===== src/rtl/olba_pkg.sv =====
// ----------------------------------------------------------------------------
// olba_pkg
// Shared constants, codes and controller/datapath interface types.
// ----------------------------------------------------------------------------
`default_nettype none

package olba_pkg;

   // queue geometry (QUEUE_DEPTH is a power of two)
   localparam int QUEUE_DEPTH = 16;
   localparam int QPTR_W      = $clog2(QUEUE_DEPTH);
   localparam int QCNT_W      = QPTR_W + 1;
   localparam int RAM_DEPTH   = 2 * QUEUE_DEPTH;
   localparam int RAM_AW      = QPTR_W + 1;
   localparam int ID_WIDTH    = 8;
   localparam int CAP_W       = 4;
   localparam int OCC_W       = 4;
   localparam int KIND_W      = 3;
   localparam int ACTION_W    = 2;

   localparam logic [CAP_W-1:0] CAPACITY_RESET = 4'd3;

   // request actions
   localparam logic [ACTION_W-1:0] ACT_ARRIVE = 2'd0;
   localparam logic [ACTION_W-1:0] ACT_LEAVE  = 2'd1;
   localparam logic [ACTION_W-1:0] ACT_RETRY  = 2'd2;

   // response kinds
   localparam logic [KIND_W-1:0] KIND_ADMITTED   = 3'd0;
   localparam logic [KIND_W-1:0] KIND_QUEUED     = 3'd1;
   localparam logic [KIND_W-1:0] KIND_DROPPED    = 3'd2;
   localparam logic [KIND_W-1:0] KIND_LEAVE_DONE = 3'd3;
   localparam logic [KIND_W-1:0] KIND_UNDERFLOW  = 3'd4;
   localparam logic [KIND_W-1:0] KIND_RETRY_DONE = 3'd5;

   // controller to datapath
   typedef struct packed {
      logic load;        // capture request payload
      logic arrive;      // evaluate an arrival and emit its beat
      logic leave;       // evaluate an exit and emit its beat
      logic switch_dir;  // flip the flow direction
      logic pop_read;    // read queue head and advance the queue
      logic pop_emit;    // admit the popped head and emit its beat
      logic done_emit;   // emit the closing retry beat
   } cmd_type;

   // datapath to controller
   typedef struct packed {
      logic can_pop;
      logic can_switch;
      logic rsp_busy;
   } status_type;

endpackage

`default_nettype wire


===== src/rtl/olba_ram.sv =====
// ----------------------------------------------------------------------------
// olba_ram
// Generic single-write, single-read RAM with registered read data.
// ----------------------------------------------------------------------------
`default_nettype none

module olba_ram #(
   parameter int WIDTH = 8,
   parameter int DEPTH = 32
) (
   input  wire logic                     clock,
   input  wire logic                     write_enable,
   input  wire logic [$clog2(DEPTH)-1:0] write_addr,
   input  wire logic [WIDTH-1:0]         write_data,
   input  wire logic [$clog2(DEPTH)-1:0] read_addr,
   output logic      [WIDTH-1:0]         read_data
);

   logic [WIDTH-1:0] mem_ff [DEPTH];
   logic [WIDTH-1:0] read_data_ff;

   // write port and registered read port
   always_ff @(posedge clock) begin
      if (write_enable) begin
         mem_ff[write_addr] <= write_data;
      end
      read_data_ff <= mem_ff[read_addr];
   end

   assign read_data = read_data_ff;

endmodule

`default_nettype wire


===== src/rtl/olba_ctrl.sv =====
// ----------------------------------------------------------------------------
// olba_ctrl
// Sequencer: accepts one request at a time and steps the datapath through it.
// ----------------------------------------------------------------------------
`default_nettype none

module olba_ctrl
   import olba_pkg::*;
(
   input  wire logic                clock,
   input  wire logic                reset,
   input  wire logic                req_valid,
   input  wire logic [ACTION_W-1:0] req_action,
   output logic                     req_ready,
   input  wire status_type          status,
   output cmd_type                  cmd
);

   typedef enum logic [2:0] {
      ST_IDLE,
      ST_ARRIVE,
      ST_LEAVE,
      ST_RETRY,
      ST_POP
   } state_type;

   state_type state_ff;
   state_type state_in;
   logic      req_accept;

   // take a request only when idle and the output stage is empty
   assign req_ready  = (state_ff == ST_IDLE) && !status.rsp_busy;
   assign req_accept = req_valid && req_ready;

   // next state and commands
   always_comb begin
      state_in = state_ff;
      cmd      = '0;
      unique case (state_ff)
         ST_IDLE: begin
            if (req_accept) begin
               cmd.load = 1'b1;
               case (req_action)
                  ACT_ARRIVE: state_in = ST_ARRIVE;
                  ACT_LEAVE:  state_in = ST_LEAVE;
                  ACT_RETRY:  state_in = ST_RETRY;
                  default:    state_in = ST_IDLE;
               endcase
            end
         end
         ST_ARRIVE: begin
            cmd.arrive = 1'b1;
            state_in   = ST_IDLE;
         end
         ST_LEAVE: begin
            cmd.leave = 1'b1;
            state_in  = ST_IDLE;
         end
         ST_RETRY: begin
            // hold until the previous beat has gone
            if (!status.rsp_busy) begin
               if (status.can_pop) begin
                  cmd.pop_read = 1'b1;
                  state_in     = ST_POP;
               end else if (status.can_switch) begin
                  cmd.switch_dir = 1'b1;
               end else begin
                  cmd.done_emit = 1'b1;
                  state_in      = ST_IDLE;
               end
            end
         end
         ST_POP: begin
            cmd.pop_emit = 1'b1;
            state_in     = ST_RETRY;
         end
         default: state_in = ST_IDLE;
      endcase
   end

   // state register
   always_ff @(posedge clock) begin
      if (reset) begin
         state_ff <= ST_IDLE;
      end else begin
         state_ff <= state_in;
      end
   end

endmodule

`default_nettype wire


===== src/rtl/olba_datapath.sv =====
// ----------------------------------------------------------------------------
// olba_datapath
// Bridge state, per-direction waiting queues and the response register.
// ----------------------------------------------------------------------------
`default_nettype none

module olba_datapath
   import olba_pkg::*;
(
   input  wire logic                clock,
   input  wire logic                reset,
   input  wire logic                csr_write_enable,
   input  wire logic [CAP_W-1:0]    csr_write_data,
   input  wire logic [ID_WIDTH-1:0] req_car_id,
   input  wire logic                req_car_direction,
   input  wire cmd_type             cmd,
   output status_type               status,
   input  wire logic                rsp_ready,
   output logic                     rsp_valid,
   output logic [KIND_W-1:0]        rsp_kind,
   output logic [ID_WIDTH-1:0]      rsp_granted_id,
   output logic                     rsp_granted_direction,
   output logic                     rsp_flow_direction,
   output logic [OCC_W-1:0]         rsp_occupancy,
   output logic [QCNT_W-1:0]        rsp_waiting_zero,
   output logic [QCNT_W-1:0]        rsp_waiting_one,
   output logic                     rsp_last
);

   // control state
   logic [CAP_W-1:0]  cap_ff, cap_in;
   logic [OCC_W-1:0]  occ_ff, occ_in;
   logic              dir_ff, dir_in;
   logic [QPTR_W-1:0] head_ff [2];
   logic [QPTR_W-1:0] head_in [2];
   logic [QPTR_W-1:0] tail_ff [2];
   logic [QPTR_W-1:0] tail_in [2];
   logic [QCNT_W-1:0] cnt_ff  [2];
   logic [QCNT_W-1:0] cnt_in  [2];
   logic [CAP_W-1:0]  admitted_ff, admitted_in;
   logic              rsp_valid_ff, rsp_valid_in;

   // payload registers
   logic [ID_WIDTH-1:0] id_ff, id_in;
   logic                car_dir_ff, car_dir_in;
   logic [KIND_W-1:0]   kind_ff, kind_in;
   logic [ID_WIDTH-1:0] gid_ff, gid_in;
   logic                gdir_ff, gdir_in;
   logic                last_ff, last_in;

   // queue storage
   logic                ram_we;
   logic [RAM_AW-1:0]   ram_waddr;
   logic [RAM_AW-1:0]   ram_raddr;
   logic [ID_WIDTH-1:0] ram_rdata;

   logic cur_nz;
   logic oth_nz;

   olba_ram #(
      .WIDTH (ID_WIDTH),
      .DEPTH (RAM_DEPTH)
   ) u_ram (
      .clock        (clock),
      .write_enable (ram_we),
      .write_addr   (ram_waddr),
      .write_data   (id_ff),
      .read_addr    (ram_raddr),
      .read_data    (ram_rdata)
   );

   // queue slot addresses: direction selects the half
   assign ram_waddr = {car_dir_ff, tail_ff[car_dir_ff]};
   assign ram_raddr = {dir_ff, head_ff[dir_ff]};

   // status towards the sequencer
   assign cur_nz            = (cnt_ff[dir_ff] != '0);
   assign oth_nz            = (cnt_ff[~dir_ff] != '0);
   assign status.can_pop    = cur_nz && (occ_ff < cap_ff) && (admitted_ff < cap_ff);
   assign status.can_switch = (occ_ff == '0) && !cur_nz && oth_nz && (admitted_ff < cap_ff);
   assign status.rsp_busy   = rsp_valid_ff;

   // next-state logic
   always_comb begin
      cap_in       = cap_ff;
      occ_in       = occ_ff;
      dir_in       = dir_ff;
      head_in      = head_ff;
      tail_in      = tail_ff;
      cnt_in       = cnt_ff;
      admitted_in  = admitted_ff;
      rsp_valid_in = rsp_valid_ff;
      id_in        = id_ff;
      car_dir_in   = car_dir_ff;
      kind_in      = kind_ff;
      gid_in       = gid_ff;
      gdir_in      = gdir_ff;
      last_in      = last_ff;
      ram_we       = 1'b0;

      // configuration write
      if (csr_write_enable) begin
         cap_in = csr_write_data;
      end

      // drop the beat once taken
      if (rsp_valid_ff && rsp_ready) begin
         rsp_valid_in = 1'b0;
      end

      // capture the request
      if (cmd.load) begin
         id_in       = req_car_id;
         car_dir_in  = req_car_direction;
         admitted_in = '0;
      end

      // arrival: admit, switch and admit, queue or drop
      if (cmd.arrive) begin
         rsp_valid_in = 1'b1;
         last_in      = 1'b1;
         gid_in       = id_ff;
         gdir_in      = car_dir_ff;
         if ((occ_ff < cap_ff) && (dir_ff == car_dir_ff)) begin
            occ_in  = occ_ff + 1'b1;
            kind_in = KIND_ADMITTED;
         end else if ((occ_ff == '0) && (dir_ff != car_dir_ff)) begin
            dir_in  = car_dir_ff;
            occ_in  = OCC_W'(1);
            kind_in = KIND_ADMITTED;
         end else if (!cnt_ff[car_dir_ff][QCNT_W-1]) begin
            ram_we              = 1'b1;
            tail_in[car_dir_ff] = tail_ff[car_dir_ff] + 1'b1;
            cnt_in[car_dir_ff]  = cnt_ff[car_dir_ff] + 1'b1;
            kind_in             = KIND_QUEUED;
         end else begin
            kind_in = KIND_DROPPED;
         end
      end

      // exit: decrement or flag underflow
      if (cmd.leave) begin
         rsp_valid_in = 1'b1;
         last_in      = 1'b1;
         gid_in       = '0;
         gdir_in      = 1'b0;
         if (occ_ff == '0) begin
            kind_in = KIND_UNDERFLOW;
         end else begin
            occ_in  = occ_ff - 1'b1;
            kind_in = KIND_LEAVE_DONE;
         end
      end

      // turn the flow round
      if (cmd.switch_dir) begin
         dir_in = ~dir_ff;
      end

      // read the head and advance the queue
      if (cmd.pop_read) begin
         head_in[dir_ff] = head_ff[dir_ff] + 1'b1;
         cnt_in[dir_ff]  = cnt_ff[dir_ff] - 1'b1;
      end

      // admit the popped requester
      if (cmd.pop_emit) begin
         rsp_valid_in = 1'b1;
         last_in      = 1'b0;
         kind_in      = KIND_ADMITTED;
         gid_in       = ram_rdata;
         gdir_in      = dir_ff;
         occ_in       = occ_ff + 1'b1;
         admitted_in  = admitted_ff + 1'b1;
      end

      // close the retry tick
      if (cmd.done_emit) begin
         rsp_valid_in = 1'b1;
         last_in      = 1'b1;
         kind_in      = KIND_RETRY_DONE;
         gid_in       = '0;
         gdir_in      = 1'b0;
      end
   end

   // control registers
   always_ff @(posedge clock) begin
      if (reset) begin
         cap_ff       <= CAPACITY_RESET;
         occ_ff       <= '0;
         dir_ff       <= 1'b1;
         head_ff      <= '{default: '0};
         tail_ff      <= '{default: '0};
         cnt_ff       <= '{default: '0};
         admitted_ff  <= '0;
         rsp_valid_ff <= 1'b0;
      end else begin
         cap_ff       <= cap_in;
         occ_ff       <= occ_in;
         dir_ff       <= dir_in;
         head_ff      <= head_in;
         tail_ff      <= tail_in;
         cnt_ff       <= cnt_in;
         admitted_ff  <= admitted_in;
         rsp_valid_ff <= rsp_valid_in;
      end
   end

   // payload registers
   always_ff @(posedge clock) begin
      id_ff      <= id_in;
      car_dir_ff <= car_dir_in;
      kind_ff    <= kind_in;
      gid_ff     <= gid_in;
      gdir_ff    <= gdir_in;
      last_ff    <= last_in;
   end

   // bridge state only moves while no beat is pending, so it is shown directly
   assign rsp_valid             = rsp_valid_ff;
   assign rsp_kind              = kind_ff;
   assign rsp_granted_id        = gid_ff;
   assign rsp_granted_direction = gdir_ff;
   assign rsp_flow_direction    = dir_ff;
   assign rsp_occupancy         = occ_ff;
   assign rsp_waiting_zero      = cnt_ff[0];
   assign rsp_waiting_one       = cnt_ff[1];
   assign rsp_last              = last_ff;

endmodule

`default_nettype wire


===== src/rtl/one_lane_bridge_admission_unit.sv =====
// Arrive and exit each give a single registered beat, set in the ARRIVE or LEAVE state.
// Retry tick: each admitted head is a queue RAM head read, an emit and the beat taken,
// a direction switch and the closing beat a step each; each beat waits for rsp_ready.
// The next request is taken the cycle after the last beat goes; requests never overlap.
// Reset (synchronous): capacity 3, bridge empty, flow direction 1, queues empty.
// ----------------------------------------------------------------------------
// one_lane_bridge_admission_unit
// Admission arbiter for a one-direction-at-a-time shared lane with capacity.
// ----------------------------------------------------------------------------
`default_nettype none

module one_lane_bridge_admission_unit
   import olba_pkg::*;
(
   input  wire logic                clock,
   input  wire logic                reset,
   input  wire logic                csr_write_enable,
   input  wire logic [CAP_W-1:0]    csr_write_data,
   input  wire logic                req_valid,
   output logic                     req_ready,
   input  wire logic [ACTION_W-1:0] req_action,
   input  wire logic [ID_WIDTH-1:0] req_car_id,
   input  wire logic                req_car_direction,
   output logic                     rsp_valid,
   input  wire logic                rsp_ready,
   output logic [KIND_W-1:0]        rsp_kind,
   output logic [ID_WIDTH-1:0]      rsp_granted_id,
   output logic                     rsp_granted_direction,
   output logic                     rsp_flow_direction,
   output logic [OCC_W-1:0]         rsp_occupancy,
   output logic [QCNT_W-1:0]        rsp_waiting_zero,
   output logic [QCNT_W-1:0]        rsp_waiting_one,
   output logic                     rsp_last
);

   cmd_type    cmd;
   status_type status;

   // sequencer
   olba_ctrl u_ctrl (
      .clock      (clock),
      .reset      (reset),
      .req_valid  (req_valid),
      .req_action (req_action),
      .req_ready  (req_ready),
      .status     (status),
      .cmd        (cmd)
   );

   // state, queues and response register
   olba_datapath u_datapath (
      .clock                 (clock),
      .reset                 (reset),
      .csr_write_enable      (csr_write_enable),
      .csr_write_data        (csr_write_data),
      .req_car_id            (req_car_id),
      .req_car_direction     (req_car_direction),
      .cmd                   (cmd),
      .status                (status),
      .rsp_ready             (rsp_ready),
      .rsp_valid             (rsp_valid),
      .rsp_kind              (rsp_kind),
      .rsp_granted_id        (rsp_granted_id),
      .rsp_granted_direction (rsp_granted_direction),
      .rsp_flow_direction    (rsp_flow_direction),
      .rsp_occupancy         (rsp_occupancy),
      .rsp_waiting_zero      (rsp_waiting_zero),
      .rsp_waiting_one       (rsp_waiting_one),
      .rsp_last              (rsp_last)
   );

endmodule

`default_nettype wire


===== config.mk =====
export PLATFORM = sky130hd
export DESIGN_NAME = one_lane_bridge_admission_unit
export DESIGN_NICKNAME = d
export VERILOG_FILES = /design/src/rtl/olba_pkg.sv /design/src/rtl/olba_ram.sv /design/src/rtl/olba_ctrl.sv /design/src/rtl/olba_datapath.sv /design/src/rtl/one_lane_bridge_admission_unit.sv
export SDC_FILE = /design/constraint.sdc
export NUM_CORES = 1
export LEC_CHECK = 0
export BUFFER_PORTS_ARGS = -buffer_cell sky130_fd_sc_hd__clkbuf_2
export CAP_MARGIN = 30
export CORE_MARGIN = 2
export CORE_UTILIZATION = 65
export CTS_CLUSTER_SIZE = 12
export DETAILED_ROUTE_END_ITERATION = 8
export GPL_ROUTABILITY_DRIVEN = 0
export PLACE_DENSITY = 0.87
export SYNTH_ARGS = -nofsm -noshare
export SYNTH_HDL_FRONTEND = slang
export SYNTH_SLANG_ARGS = --single-unit

===== constraint.sdc =====
create_clock -name clock -period 4.4 [get_ports clock]
set_clock_uncertainty 0.2 [all_clocks]
set_input_delay 0.22 -clock clock [delete_from_list [all_inputs] [get_ports clock]]
set_output_delay 0.22 -clock clock [all_outputs]
set_load 0.01 [all_outputs]

==> After elaboration in Yosys (flattened, before gate mapping) <==
Memories as Yosys holds them, arrays and structs flattened. A register that Yosys moved wholly into a read port is not among the register bits.
Cells that the tools add are included.
{ "word_totals": {"ff_bits": 65, "mem_bits_rw": 256, "inputBits": 20, "out_inout_bits": 30, "wordCells": 173, "memories": 1} }
{ "classes": {"addsub": 7, "order_cmp": 7, "eq_ne": 12, "muxes": 91, "bitwise": 7, "n_reduce_logical": 29} }
{ "memory_table": {"columns": ["name", "depth", "word_bits", "rd", "rd_ports_with_merged_regs", "wr", "line_no", "text"], "rows": [
  ["u_datapath.u_ram.mem_ff", 32, 8, 1, 1, 1, "olba_ram.sv:19", "logic [WIDTH-1:0] mem_ff [DEPTH];"]
]} }
{ "op_table": {"columns": ["cell", "n"], "rows": [
  ["two-way mux 4 bit", 16],
  ["two-way mux 5 bit", 11],
  ["two-way mux 10 bit", 5],
  ["two-way mux 1 bit", 33],
  ["two-way mux 3 bit", 10],
  ["two-way mux 8 bit", 3],
  ["bitwise mux 10 bit", 2],
  ["adder 4 x 1 -> 4 bit, second input constant", 4],
  ["bitwise mux 8 bit", 2],
  ["nonzero test 5 bit", 3],
  ["logical AND 1 bit", 12],
  ["demux 5 bit (select 1 bit)", 2],
  ["one-hot mux 3 bit (3 select lines)", 1],
  ["demux 4 bit (select 1 bit)", 2],
  ["< comparator 4 bit", 2],
  ["nonzero test 2 bit", 4],
  ["equality test 3 x 2 -> 1 bit, second input constant", 2],
  [">= comparator 2 bit, second input constant", 3],
  ["two-way mux 2 bit", 3],
  ["NOT 1 -> 2 bit", 3],
  ["one-hot mux 2 bit (3 select lines)", 1],
  ["AND reduction 3 bit", 2],
  ["adder 5 x 1 -> 5 bit, second input constant", 1],
  ["subtractor 5 x 1 -> 5 bit, second input constant", 1],
  ["19 further kinds", 25]
]} }

==> Logic depth before layout (Yosys ltp) <==
{ "depth": {"word_depth": 15, "mapped_depth": 11, "ltp_nobuf": 8} }

==> By module <==
From an unflattened synthesis, not the netlist that was laid out.
{ "hier_totals": {"hier_cells": 800, "hier_area_um2": 13614.3} }
{ "by_module_without_submodules": {"columns": ["module", "n_inst", "cells_per_inst", "area_each_um2", "seq_area_each_um2"], "rows": [
  ["olba_ram", 1, 417, 10053.4, 7847.5],
  ["olba_datapath", 1, 353, 3299.4, 1331.3],
  ["olba_ctrl", 1, 30, 261.5, 60.1]
]} }

==> Worst setup path before layout <==
No wires, ideal clock.
{ "synth_path": {"kind": "reg-to-reg", "from": "register u_datapath.dir_ff, in the netlist u_datapath.rsp_flow_direction", "to": "register u_datapath.kind_ff[0], in the netlist u_datapath.rsp_kind[0]", "setup_time_ns": 0.124, "arrival_time_ns": 2.640, "required_time_ns": 4.076, "setup_slack_ns": 1.436, "path_stages_with_launch": 11, "path_buffers": 3, "synth_period_minus_slack_ns": 2.964, "cell_sequence": "dfxtp_1 -> buf_6 -> buf_2 -> buf_2 -> mux2i_1 -> ha_1 -> o211ai_1 -> or4_4 -> a21oi_2 -> nor2_1 -> a2111o_1"} }
{ "synth_via": {"elab_chain_len": 13, "elab_cells_between_ends": 30, "classes_between": "2 x eq/ne; 15 x mux; 3 x bitwise; 10 x reduce/logical"} }
{ "synth_rtl": {"columns": ["item", "line_no", "text"], "rows": [
  ["start: declaration", "olba_datapath.sv:33", "logic dir_ff, dir_in;"],
  ["start signal: assignment", "olba_datapath.sv:201", "dir_ff <= dir_in;"],
  ["NOT 1 -> 2 bit (implied by the code)", "olba_datapath.sv:77", "assign cur_nz = (cnt_ff[dir_ff] != '0);"],
  ["two-way mux 5 bit (implied by the code) (3 in series)", "olba_datapath.sv:77", null],
  ["nonzero test 5 bit", "olba_datapath.sv:77", null],
  ["logical NOT 1 bit", "olba_datapath.sv:80", "assign status.can_switch = (occ_ff == '0) && !cur_nz && oth_nz && (admitted_ff < cap_ff);"],
  ["logical AND 1 bit (3 in series)", "olba_datapath.sv:80", null],
  ["two-way mux 1 bit", "olba_ctrl.sv:65", "end else if (status.can_switch) begin"],
  ["two-way mux 1 bit", "olba_ctrl.sv:62", "if (status.can_pop) begin"],
  ["two-way mux 1 bit", "olba_ctrl.sv:61", "if (!status.rsp_busy) begin"],
  ["two-way mux 1 bit", "olba_ctrl.sv:39", "unique case (state_ff)"],
  ["end signal: assignment", "olba_datapath.sv:214", "kind_ff <= kind_in;"],
  ["end: declaration", "olba_datapath.sv:46", "logic [KIND_W-1:0] kind_ff, kind_in;"]
]} }
Several ways; a longest one is shown, not always the timed one. The select of a mux whose other input is x is not followed.
A chain may end at the register's enable or synchronous reset.

==> Worst setup path in the final report <==
{ "layout_path": {"from": "register u_datapath.dir_ff, in the netlist u_datapath.rsp_flow_direction", "to": "register u_ctrl.state_ff[0]"} }
{ "layout_via": {"elab_chain_len": 11, "elab_cells_between_ends": 22, "classes_between": "1 x eq/ne; 9 x mux; 3 x bitwise; 9 x reduce/logical"} }
{ "layout_rtl": {"columns": ["item", "line_no", "text"], "rows": [
  ["NOT 1 -> 2 bit (implied by the code)", "olba_datapath.sv:77", null],
  ["two-way mux 5 bit (implied by the code) (3 in series)", "olba_datapath.sv:77", null],
  ["nonzero test 5 bit", "olba_datapath.sv:77", null],
  ["logical NOT 1 bit", "olba_datapath.sv:80", null],
  ["logical AND 1 bit (3 in series)", "olba_datapath.sv:80", null],
  ["inequality test 3 bit (no source line)", null, null],
  ["AND reduction 3 bit (no source line)", null, null],
  ["end signal: assignment", "olba_ctrl.sv:86", "state_ff <= state_in;"],
  ["end: declaration", "olba_ctrl.sv:27", "state_type state_ff;"]
]} }
Several ways; a longest one is shown, not always the timed one. The select of a mux whose other input is x is not followed.

==> reports/metrics.csv <==
stage,metric,value,unit
pwr,Comb power frac,17.9,%
floorplanning,initial core utilization,66.64,%
clock_tree,clk sinks,329,
final_layout,post-route cell area,0.01639,mm²
pwr,PD cells,497.8,mW/mm²
logic_synthesis,Post-Syn Area,0.01463,mm²
pwr,sequential share of power,49.2,%
timing,minimum clock period,3.613,ns
placement,pre-CTS WS,0.9932,ns
logic_synthesis,syn_area_per_cell,12.70,µm²
clock_tree,maximum root-to-sink buffer count,3,
floorplanning,num rows,54,
detailed_routing,routed via count,10580,
setup_path,crit path buf inv count,3,
setup_path,worst endpoint data arrival time,3.81,ns
detailed_routing,WL final,38650,µm
pwr,VDD IR-drop max,0.4417,mV
timing,endpoints failing setup,0,
pwr,Switch Pwr,2419,µW
final_layout,layout cells sized above 1,11.96,%
logic_synthesis,Synthesized Nets,1193,
logic_synthesis,Yosys cell types,68,
logic_synthesis,Main synth FF type,edfxtp_1,
timing,fmax,0.2768,GHz
grt,first-pass GRT wire length,58750,µm
grt,Congestion Overflow GR,0,
setup_path,Critical Path End Type,flop,
run,maxcap violations,0,
setup_path,"Max FO, Critical Path",57,
final_layout,number of fill cells in the layout,1317,
detailed_routing,per-cell routed wire length,25.61,µm
logic_synthesis,"flops & latches, synth",329,
grt,GRT Total Usage,32.50,%
timing,RSZ-0062 raised after global routing,false,
setup_path,crit path kind,reg -> reg,
timing,slack of the critical path,0.7867,ns
timing,fin. max-slew vios,0,
placement,Area after DPL,0.01510,mm²
timing,worst hold margin,0.05733,ns
clock_tree,H-Tree Depth,2,
clock_tree,post-CTS sizing,0,
detailed_routing,vias per cell,7.014,
pwr,Clk pwr share,32.9,%
final_layout,area of the multi-input gates,0.004912,mm²
floorplanning,Die X,154.0,µm
setup_path,slowest library cell on the worst path,dfxtp_2,
detailed_routing,first-pass iteration count of the detailed router,6,
final_layout,Layout Utilization,74.62,%
timing,max_slew headroom,28.31,%
setup_path,Critical Path RT,4.60,ns
final_layout,nets@finish,1249,
setup_path,CP peak stage delay,0.61,ns
clock_tree,CTS Root Cell,clkbuf_16,
final_layout,diode count,0,
setup_path,Crit path max-delay family,buffers and inverters,
timing,final hold viol count,0,
pwr,Int Pwr,5739,µW
pwr,leak pwr,0.005517,µW
logic_synthesis,sequential-to-total area share from yosys stat,63.14,%
grt,vias in the first global route,10080,
floorplanning,I/O pin total,50,
logic_synthesis,async set or reset register ratio after synthesis,0,%
floorplanning,die height,154.0,µm
setup_path,crit start category,flop,
clock_tree,Post-CTS Setup Bufs,0,
placement,I/O Buffers,49,
logic_synthesis,"EDFF count, synth",265,
pwr,switch share,29.65,%
setup_path,CP cell instances,buf_4 -> inv_2 -> nor3_1 -> or4_4 -> nor4_1 -> a211oi_1 -> a221oi_1 -> dlygate4sd3_1,
logic_synthesis,total number of yosys warnings,0,
detailed_routing,1st-iter DRT viols,1566,
floorplanning,die area,0.02373,mm²
final_layout,Synth-to-Final Area Change,11.98,%
clock_tree,clock latency on the worst-skew pair,0.53,ns
worst_hold_path,Tightest Hold Check Type,in -> reg,
status,status,"finished, final reports clean",
timing,Final Cycle Share,82.12,%
detailed_routing,DRC viols,0,
logic_synthesis,Syn Inst Count,1152,
placement,DP HPWL,24440,µm
timing,TNS Setup,0,ns
clock_tree,TritonCTS Buffers,35,
floorplanning,Core ar.,0.02196,mm²
clock_tree,clock slew at reported path FFs,0.06,ns
timing,Worst-Margin Slew,1.075,ns
clock_tree,CTS tree,yes,
final_layout,register area,0.009240,mm²
grt,largest net degree at the start of global routing,71,
detailed_routing,Routed Antenna Nets,0,
grt,initial antenna violation count,1,
## through the flow
| stage | std cells | total power [µW] |
|---|---|---|
| final | 1509 | 8158 |
| after global placement | 1426 | 5370 |
| after floorplan | 1152 | 4864 |
| after global routing | 1509 | 8401 |
| after detailed placement | 1427 | 5429 |
| after CTS | 1507 | 8079 |
## routing by layer
layer,wire [µm],global-route usage [%],share of wire [%],vias to the layer above
met1,14410,44.06,37,5058
met2,17930,51.46,46,807
met3,4429,7.074,11,167
met4,1876,13.66,4.9,2
met5,11,0,0.028,-
li1,-,-,-,4550
## worst reg2reg max path: cells and delay by family, from the launching register on
kind	cells	cell delay (ns)
AO/OA/AOI/OAI	2	0.43
buffers and inverters	3	1.71
AND/OR/NAND/NOR	3	0.55
flip-flops	1	0.61
## area by class of cell
cell class	instances	area share [%]
clock inverter	7	0.4429
clock buffer	51	5.773
sequential	329	56.39
multi-input combinational	707	29.98
timing repair buffer	97	4.398
tap	280	2.138
inverter	38	0.8781
## flip-flops by register name, indices dropped and copies added, names as in the netlist, 3 cells and up
name,cells
u_datapath.rsp_granted_id,8
u_datapath.u_ram.mem_ff,256
u_ctrl.state_ff,3
u_datapath.rsp_waiting_one,5
u_datapath.u_ram.read_data,8
u_datapath.cap_ff,4
u_datapath.head_ff,8
u_datapath.id_ff,8
u_datapath.admitted_ff,4
u_datapath.rsp_waiting_zero,5
u_datapath.tail_ff,8
u_datapath.rsp_occupancy,4
u_datapath.rsp_kind,3
## power groups by stage
stage / Clock, µW / Sequential [µW] / Combinational (µW)
2_1_floorplan: 0 / 4000 / 868
3_3_place_gp: 0 / 4100 / 1270
5_1_grt: 2800 / 4030 / 1570
4_1_cts: 2690 / 4030 / 1360
6_report: 2680 / 4020 / 1460
3_5_place_dp: 0 / 4090 / 1340
## Yosys cell counts, drive strengths merged (5+ instances only)
cell type / n / area [µm²]
o21a: 5 / 37.54
mux2: 5 / 56.30
mux2i: 103 / 1060
buf: 34 / 197.7
a211oi: 28 / 215.2
a2111oi: 14 / 122.6
xor2: 6 / 52.55
ha: 21 / 262.8
o21bai: 14 / 105.1
xnor2: 9 / 78.83
edfxtp: 265 / 7958
inv: 38 / 142.6
dfxtp: 64 / 1281
nor3: 17 / 90.09
a31oi: 9 / 56.30
a21oi: 51 / 259.0
nand3: 13 / 65.06
and3: 16 / 100.1
a211o: 24 / 210.2
nand2: 102 / 385.4
nor2: 79 / 296.5
o21ai: 41 / 205.2
o22ai: 9 / 56.30
o211ai: 28 / 210.2
a311oi: 13 / 113.9
a22oi: 6 / 45.04
o221ai: 38 / 332.8
clkbuf: 44 / 165.2
## cells by family after synthesis
family / after synthesis / synth area share [%]
multiplexers: 110 / 7.935
buffers and inverters: 116 / 3.454
AND/OR/NAND/NOR: 264 / 8.294
AO/OA/AOI/OAI: 297 / 14.48
adder cells (fa/ha/maj): 21 / 1.796
flip-flops: 329 / 63.14
XOR/XNOR: 15 / 0.8978
## path summary, 6_finish.rpt
kind	start	to	slack (ns)	cells past startpoint
worst max-delay path	u_datapath.rsp_flow_direction	u_ctrl.state_ff[0]	0.79	8
worst min-delay path	req_action[1]	u_ctrl.state_ff[1]	0.06	5
worst max register to register	u_datapath.rsp_flow_direction	u_ctrl.state_ff[0]	0.79	8
worst min register to register	u_datapath.rsp_kind[0]	u_datapath.rsp_kind[0]	0.30	1
## layout by cell type, fill, tap and decap left out, types with 4 or more instances in the layout
cell type,count
a211o_1,24
ha_1,21
dlygate4sd3_1,22
clkbuf_2,49
buf_4,22
or3_1,4
o21bai_1,14
a2111oi_0,14
a211oi_1,27
nor2b_1,4
inv_1,36
o21ai_0,41
clkbuf_16,35
clkinv_2,4
a31oi_1,8
and3_1,16
nand3_1,13
mux2i_1,99
a21oi_1,50
o211ai_1,28
a22oi_1,6
mux2_2,5
nor3_1,16
edfxtp_1,265
o22ai_1,9
nor2_1,79
xnor2_1,9
xor2_1,6
nand2_1,101
a311oi_1,13
o221ai_1,38
clkbuf_1,15
dfxtp_1,63
o21a_1,5
## repair_timing
action,4_1_cts,5_1_grt
hold endpoints to repair,18,0
endpoints found under the setup margin,0,0
hold buffers,22,0
Power figures use the tool's default switching activity.
